File: src/sv/next_fit_free_list_allocator_top_assert.svh
// assertion macros for the allocator top level
`ifndef NEXT_FIT_FREE_LIST_ALLOCATOR_TOP_ASSERT_SVH
`define NEXT_FIT_FREE_LIST_ALLOCATOR_TOP_ASSERT_SVH
`ifndef SYNTH
`define NFFA_ASSERT_IMP(lbl, clk, rst, ante, cons) \
   lbl: assert property (@(posedge clk) disable iff (rst) (ante) |-> (cons)) \
      else $error("implication check failed");
`define NFFA_ASSERT_NEXT(lbl, clk, rst, ante, cons) \
   lbl: assert property (@(posedge clk) disable iff (rst) (ante) |=> (cons)) \
      else $error("next-cycle check failed");
`else
`define NFFA_ASSERT_IMP(lbl, clk, rst, ante, cons)
`define NFFA_ASSERT_NEXT(lbl, clk, rst, ante, cons)
`endif
`endif

File: src/sv/nffa_pkg.sv
`timescale 1ns / 1ps
package nffa_pkg;
   localparam int ARENA_UNITS = 4096;
   localparam int UNIT_BYTES = 16;
   localparam int PAGE_BYTES = 4096;
   localparam int ADDR_W = $clog2(ARENA_UNITS);
   localparam int NODE_W = ADDR_W + 1;
   localparam int UNIT_SHIFT = $clog2(UNIT_BYTES);
   localparam int SIZE_BYTES_W = 17;
   localparam int REQ_W = 12;

   localparam logic [NODE_W-1:0] SENT = NODE_W'(ARENA_UNITS);
   localparam logic [NODE_W-1:0] WALK_LIMIT = NODE_W'(ARENA_UNITS + 2);
   localparam logic [REQ_W-1:0] BIG_BYTES = REQ_W'(PAGE_BYTES - UNIT_BYTES);
   localparam logic [NODE_W-1:0] ROUND_ADD = NODE_W'(2 * UNIT_BYTES - 1);

   typedef enum logic [1:0] {
      OP_ALLOC, OP_FREE, OP_ADD_REGION, OP_QUERY
   } op_type;

   typedef enum logic [1:0] {
      ST_OK, ST_NO_SPACE, ST_TOO_LARGE
   } status_type;

   typedef enum logic [3:0] {
      S_IDLE, S_A_ROVER, S_A_FIRST, S_A_WALK, S_A_SPLIT, S_I_HDR, S_I_START,
      S_I_WALK, S_I_RDB, S_I_RDN, S_I_LINK, S_Q_RD, S_Q_DATA, S_RESP
   } state_type;

   typedef enum logic [3:0] {
      CMD_NONE, CMD_LOAD, CMD_A_ROVER, CMD_A_FIRST, CMD_A_WALK, CMD_A_SPLIT,
      CMD_I_HDR, CMD_I_START, CMD_I_WALK, CMD_I_RDB, CMD_I_RDN, CMD_I_LINK,
      CMD_Q_RD, CMD_Q_DATA, CMD_RESP
   } cmd_type;

   typedef struct packed {
      cmd_type cmd;
   } ctl_cmd_type;

   typedef struct packed {
      op_type op;
      logic   too_large;
      logic   addr_zero;
      logic   runits_zero;
      logic   fit;
      logic   exact;
      logic   a_stop;
      logic   i_brk;
      logic   i_stop;
      logic   resp_free;
   } dp_stat_type;
endpackage

File: src/sv/nffa_ctrl.sv
`timescale 1ns / 1ps
module nffa_ctrl (
   input  logic                  clock,
   input  logic                  reset,
   input  logic                  req_valid,
   output logic                  req_ready,
   input  nffa_pkg::dp_stat_type stat,
   output nffa_pkg::ctl_cmd_type ctl
);
   import nffa_pkg::*;

   state_type state_ff, state_in;

   always_ff @(posedge clock) begin
      if (reset) begin
         state_ff <= S_IDLE;
      end else begin
         state_ff <= state_in;
      end
   end

   always_comb begin
      state_in = state_ff;
      unique case (state_ff)
         S_IDLE: begin
            if (req_valid) begin
               unique case (stat.op)
                  OP_ALLOC: state_in = stat.too_large ? S_RESP : S_A_ROVER;
                  OP_FREE: state_in = stat.addr_zero ? S_RESP : S_I_START;
                  OP_ADD_REGION: state_in = stat.runits_zero ? S_RESP : S_I_HDR;
                  OP_QUERY: state_in = stat.addr_zero ? S_RESP : S_Q_RD;
                  default: state_in = S_RESP;
               endcase
            end
         end
         S_A_ROVER: state_in = S_A_FIRST;
         S_A_FIRST: state_in = S_A_WALK;
         S_A_WALK: begin
            if (stat.fit) begin
               state_in = stat.exact ? S_RESP : S_A_SPLIT;
            end else if (stat.a_stop) begin
               state_in = S_RESP;
            end
         end
         S_A_SPLIT: state_in = S_RESP;
         S_I_HDR: state_in = S_I_START;
         S_I_START: state_in = S_I_WALK;
         S_I_WALK: begin
            if (stat.i_brk) begin
               state_in = S_I_RDB;
            end else if (stat.i_stop) begin
               state_in = S_RESP;
            end
         end
         S_I_RDB: state_in = S_I_RDN;
         S_I_RDN: state_in = S_I_LINK;
         S_I_LINK: state_in = S_RESP;
         S_Q_RD: state_in = S_Q_DATA;
         S_Q_DATA: state_in = S_RESP;
         S_RESP: begin
            if (stat.resp_free) begin
               state_in = S_IDLE;
            end
         end
         default: state_in = S_IDLE;
      endcase
   end

   always_comb begin
      req_ready = 1'b0;
      ctl.cmd = CMD_NONE;
      unique case (state_ff)
         S_IDLE: begin
            req_ready = 1'b1;
            ctl.cmd = req_valid ? CMD_LOAD : CMD_NONE;
         end
         S_A_ROVER: ctl.cmd = CMD_A_ROVER;
         S_A_FIRST: ctl.cmd = CMD_A_FIRST;
         S_A_WALK: ctl.cmd = CMD_A_WALK;
         S_A_SPLIT: ctl.cmd = CMD_A_SPLIT;
         S_I_HDR: ctl.cmd = CMD_I_HDR;
         S_I_START: ctl.cmd = CMD_I_START;
         S_I_WALK: ctl.cmd = CMD_I_WALK;
         S_I_RDB: ctl.cmd = CMD_I_RDB;
         S_I_RDN: ctl.cmd = CMD_I_RDN;
         S_I_LINK: ctl.cmd = CMD_I_LINK;
         S_Q_RD: ctl.cmd = CMD_Q_RD;
         S_Q_DATA: ctl.cmd = CMD_Q_DATA;
         S_RESP: ctl.cmd = CMD_RESP;
         default: ctl.cmd = CMD_NONE;
      endcase
   end
endmodule

File: config.mk
export PLATFORM = sky130hd
export DESIGN_NAME = nffa_ctrl
export DESIGN_NICKNAME = d
export VERILOG_FILES = /design/src/sv/next_fit_free_list_allocator_top_assert.svh /design/src/sv/nffa_pkg.sv /design/src/sv/nffa_ctrl.sv
export SDC_FILE = /design/constraint.sdc
export NUM_CORES = 1
export LEC_CHECK = 0
export BUFFER_PORTS_ARGS = -buffer_cell sky130_fd_sc_hd__clkbuf_2
export CAP_MARGIN = 0
export CORE_MARGIN = 1.5
export CORE_UTILIZATION = 40
export DETAILED_ROUTE_END_ITERATION = 16
export PLACE_DENSITY = 0.68
export SLEW_MARGIN = 20
export SYNTH_ARGS = -nofsm -noshare
export SYNTH_HDL_FRONTEND = slang
export SYNTH_SLANG_ARGS = --single-unit
File: constraint.sdc
create_clock -name clock -period 3.1 [get_ports clock]
set_input_delay 0.31 -clock clock [delete_from_list [all_inputs] [get_ports clock]]
set_output_delay 0.31 -clock clock [all_outputs]
set_load 0.05 [all_outputs]
* Word level (Yosys, flattened, before mapping) *
Index checks and enable logic that the tools add are counted.

storage, ports and cells
  register bits = 4
  ROM bits = 0
  bits in latches = 0
  logic and storage cells = 41
  output and inout bits = 5
  RAM bits = 0
  bits of input ports = 14
  memories = 0

cells by class
  bitwise gates (word level) = 0
  div/mod/pow operators = 0
  multipliers = 0
  $add $sub $neg = 0
  multiplexer cells = 16
  shift-type cells = 0
  reduce and logical (&&, ||, !) cells = 4
  magnitude comparators = 0
  equal/unequal tests = 20

operator list
  cell                                                  count
  case mux 4 bit (14 select lines)                      1
  case mux 4 bit (12 select lines)                      1
  two-way mux 4 bit                                     10
  equality test 4 bit (second input constant)           6
  equality test 4 x 3 -> 1 bit (second input constant)  4
  case mux 4 bit (4 select lines)                       1
  equality test 4 x 2 -> 1 bit (second input constant)  2
  != test 3 bit (second input constant)                 2
  equality test 2 bit (second input constant)           2
  equality test 4 x 1 -> 1 bit (second input constant)  1
  logical NOT 4 bit                                     1
  != test 2 bit (second input constant)                 2
  AND reduction 4 bit                                   1
  two-way mux 3 bit                                     1
  OR reduction 3 bit                                    1
  equality test 2 x 1 -> 1 bit (second input constant)  1
  logical NOT 2 bit                                     1
  two-way mux 1 bit                                     2

* Longest topological paths before layout *
  depth after elaboration = 4
  mapped depth = 6
  depth with buffers taken out = 4

* Worst setup path before layout *
Ideal clock, no wire load.

  kind = reg-to-output
  start = register state_ff[2]
  end = output ctl[0] in the netlist's numbering
  path buffers = 2
  path slack = 0.761 ns
  cell stages (with the launch flop) = 5
  required time = 2.790 ns
  arrival = 2.029 ns
  cells stage by stage = dfxtp_1 -> buf_2 -> clkbuf_1 -> nor4_1 -> a311oi_1

RTL lines
  element                 RTL line         RTL
  from (decl)             nffa_ctrl.sv:12  state_type state_ff, state_in;
  from (signal assigned)  nffa_ctrl.sv:18  state_ff <= state_in;
  to (decl)               nffa_ctrl.sv:8   output nffa_pkg::ctl_cmd_type ctl

* Worst setup path in the final report *
  start = register state_ff[2]
  end = output req_ready

between the ends
  cells in the longest elaborated chain, start to end = 2

RTL lines
  element            RTL line         RTL
  logical NOT 4 bit  nffa_ctrl.sv:72  unique case (state_ff)
  two-way mux 1 bit  nffa_ctrl.sv:72
  to (decl)          nffa_ctrl.sv:6   output logic req_ready,

Every way passes these cells.

==> impl_results.md <==
- Status: finished clean
- Via-per-instance ratio: 5.683
- Total GRT Usage: 20.71%
- Initial Utilization: 45.24%
- Measured slew at the worst slew-check pin: 0.5902 ns
- Site row count: 12
- Seq/Total Area, Yosys: 15.31%
- Die Height: 39.16 um
- Final wirelength: 1296 um
- Die X: 39.16 um
- Via Count: 574
- Synth Area in Compound Gates: 35.89%
- Total number of yosys warnings: 0
- Final Slew Violations: 0
- DRC viols: 0
- Hold Path Class: input pin to flop
- Fin. Hold Viols: 0
- Worst-path clk slew: 0.04 ns
- RSZ-0062 raised after global routing: false
- CTS max path bufs: 2
- Max reg flops: 4
- CTS tree: built
- Reg with most FFs: state_ff
- Slew HR: 60.60%
- Clock Skew: 0.004737 ns
- H-tree Lvls: 1
- Largest family of logic cells by synthesized area: simple AND/OR/NAND/NOR gates
- Worst-skew pair later-pin latency: 0.24 ns
- DIE AREA: 1534 sq um
- Grt total ovfl: 0
- Mapped Area: 523.0 sq um
- # diodes: 0
- Ys async rst share: 0%
- Number of synthesized flops with an enable pin: 0
- Share of layout cells above drive strength 1: 33.33%
- Layout Nets: 103
- Adder-Cell Fraction of Synth Area: 0%
- First-pass GRT wire length: 2104 um
- IO Port Bufs: 18
- TritonRoute pass-1 iters: 4
- CTS Buf Count: 3
- Number of global-route vias before repair: 467
- Worst Setup Path Type: flop to output pin
- Total leakage power: 0.2527 nW
- Clock root buffer: clkbuf_4
- Post-CTS sizing: 0
- Tmin final: 1.984 ns
- Number of DRC markers in iteration 0: 6
- Post CTS Setup Buffer Count: 0
- Number of distinct library cells after synthesis: 38
- Max Clk Rate: 504.0 MHz
- GP Congestion: 0.7277
- Final setup viols: 0
- Clock sinks: 4
- Critical path arrival: 1.67 ns
- IO Count: 19
- Remaining antenna violation count: 0
- Crit-path max FO: 20
- Number of fill cells: 124
- Sum Neg Setup Slack: 0 ns
- Final HPWL DP: 949.1 um
- Max-Cap Viols: 0
- Multiplexer share of the synthesized area: 1.914%
- CP startpoint kind: flop
- Routed WL per cell: 12.83 um
- Antenna violations before repair: 0
- Net count after synthesis: 88
- Main synth FF type: dfxtp_1
- Total power: 0.7688 mW
- Worst vdd ir: 0.0007519 V
- CP endpoint kind: output pin
- WP data required: 2.79 ns
- Final period utilization: 64.00%
- Core Area: 1156 sq um
- Post-Synth XOR/XNOR Area: 0%
- Syn Inst Count: 74
- Power density over cell area: 1259 nW/um^2
- Hold Slack: 0.2640 ns
- Avg Synthesized Cell Area: 7.068 sq um
- Top flop regs: state_ff (4)
- Hold-fix buffers at CTS: 0
- Largest net degree at the start of global routing: 21
- Post-synthesis simple-gate area fraction: 35.89%
- Area Growth Syn to Fin: 16.75%
- FF+latch count, synth: 4
-- synthesized netlist by cell type (all sizes together) (2+ instances only) --
cell type	n	area share, %
nor2	2	1.4
or4	3	5.0
clkbuf	2	1.4
o22ai	2	2.4
nor3	3	2.9
nor2b	2	2.4
a21o	2	2.9
dfxtp	4	15
a21oi	4	3.8
inv	4	2.9
nand2	8	5.7
nor3b	2	2.9
buf	6	6.7
or3b	2	3.3
o21ai	8	8.4
a211oi	2	4.8
-- placed cells by master (no fill, tap or decap), types with 3 or more instances in the layout --
cell,synthesis,routed
nand2_1,8,8
nor3_1,3,3
o21ai_0,7,7
clkbuf_4,0,3
a21oi_1,4,4
inv_1,4,4
clkbuf_2,0,18
dfxtp_1,4,4
-- cells by family after synthesis --
family,count (synthesis)
buf+inv,12
simple gates,31
flops,4
compound gates,26
mux,1
-- report_power, final --
part           leakage (nW)  switching (mW)  internal [mW]
clock                0.0138          0.0234         0.0435
combinational         0.206           0.316          0.192
sequential           0.0333           0.115         0.0783
total                 0.253           0.455          0.314
-- per-layer routing --
layer | global-route usage, % | up-vias | routed length, um
met5 | 0 | - | 0
met4 | 2.586 | 0 | 0
met3 | 8.671 | 0 | 55
met2 | 30.42 | 12 | 607
met1 | 28.52 | 256 | 633
li1 | - | 306 | -
-- stage by stage --
step                      setup WS [ns]  cells  utilization [%]  instance area, sq um
after floorplan                  0.7613     74                -                 523.0
after global placement            1.390     98            50.87                 588.1
after detailed placement          1.372     98            50.87                 588.1
after CTS                         1.119    101            52.81                 610.6
after global routing             0.9752    101            52.81                 610.6
final                             1.116    101            52.81                 610.6
-- worst paths after layout --
check                             end  cells past startpoint  slack, ns                     start
max                         req_ready                      3       1.12  state_ff[2]$_SDFFE_PP0P_
min          state_ff[2]$_SDFFE_PP0P_                      2       0.26                     reset
max reg2reg  state_ff[0]$_SDFFE_PP0P_                      4       1.43  state_ff[2]$_SDFFE_PP0P_
min reg2reg  state_ff[0]$_SDFFE_PP0P_                      2       0.75  state_ff[0]$_SDFFE_PP0P_
-- final cells by class --
class / instances / area (sq um) / area share [%]
clock buffers: 3 / 22.52 / 3.689
inverters: 4 / 15.01 / 2.459
multi-input cells: 58 / 385.4 / 63.11
flip-flops and latches: 4 / 80.08 / 13.11
well taps: 14 / 17.52 / 2.869
repair buffers: 18 / 90.09 / 14.75
-- critical path, cell delays in order, from the launching register on --
cell	delay [ns]
dfxtp_1	0.48
or4_4	0.61
inv_1	0.07
clkbuf_2	0.26
Power figures use the tool's default switching activity.
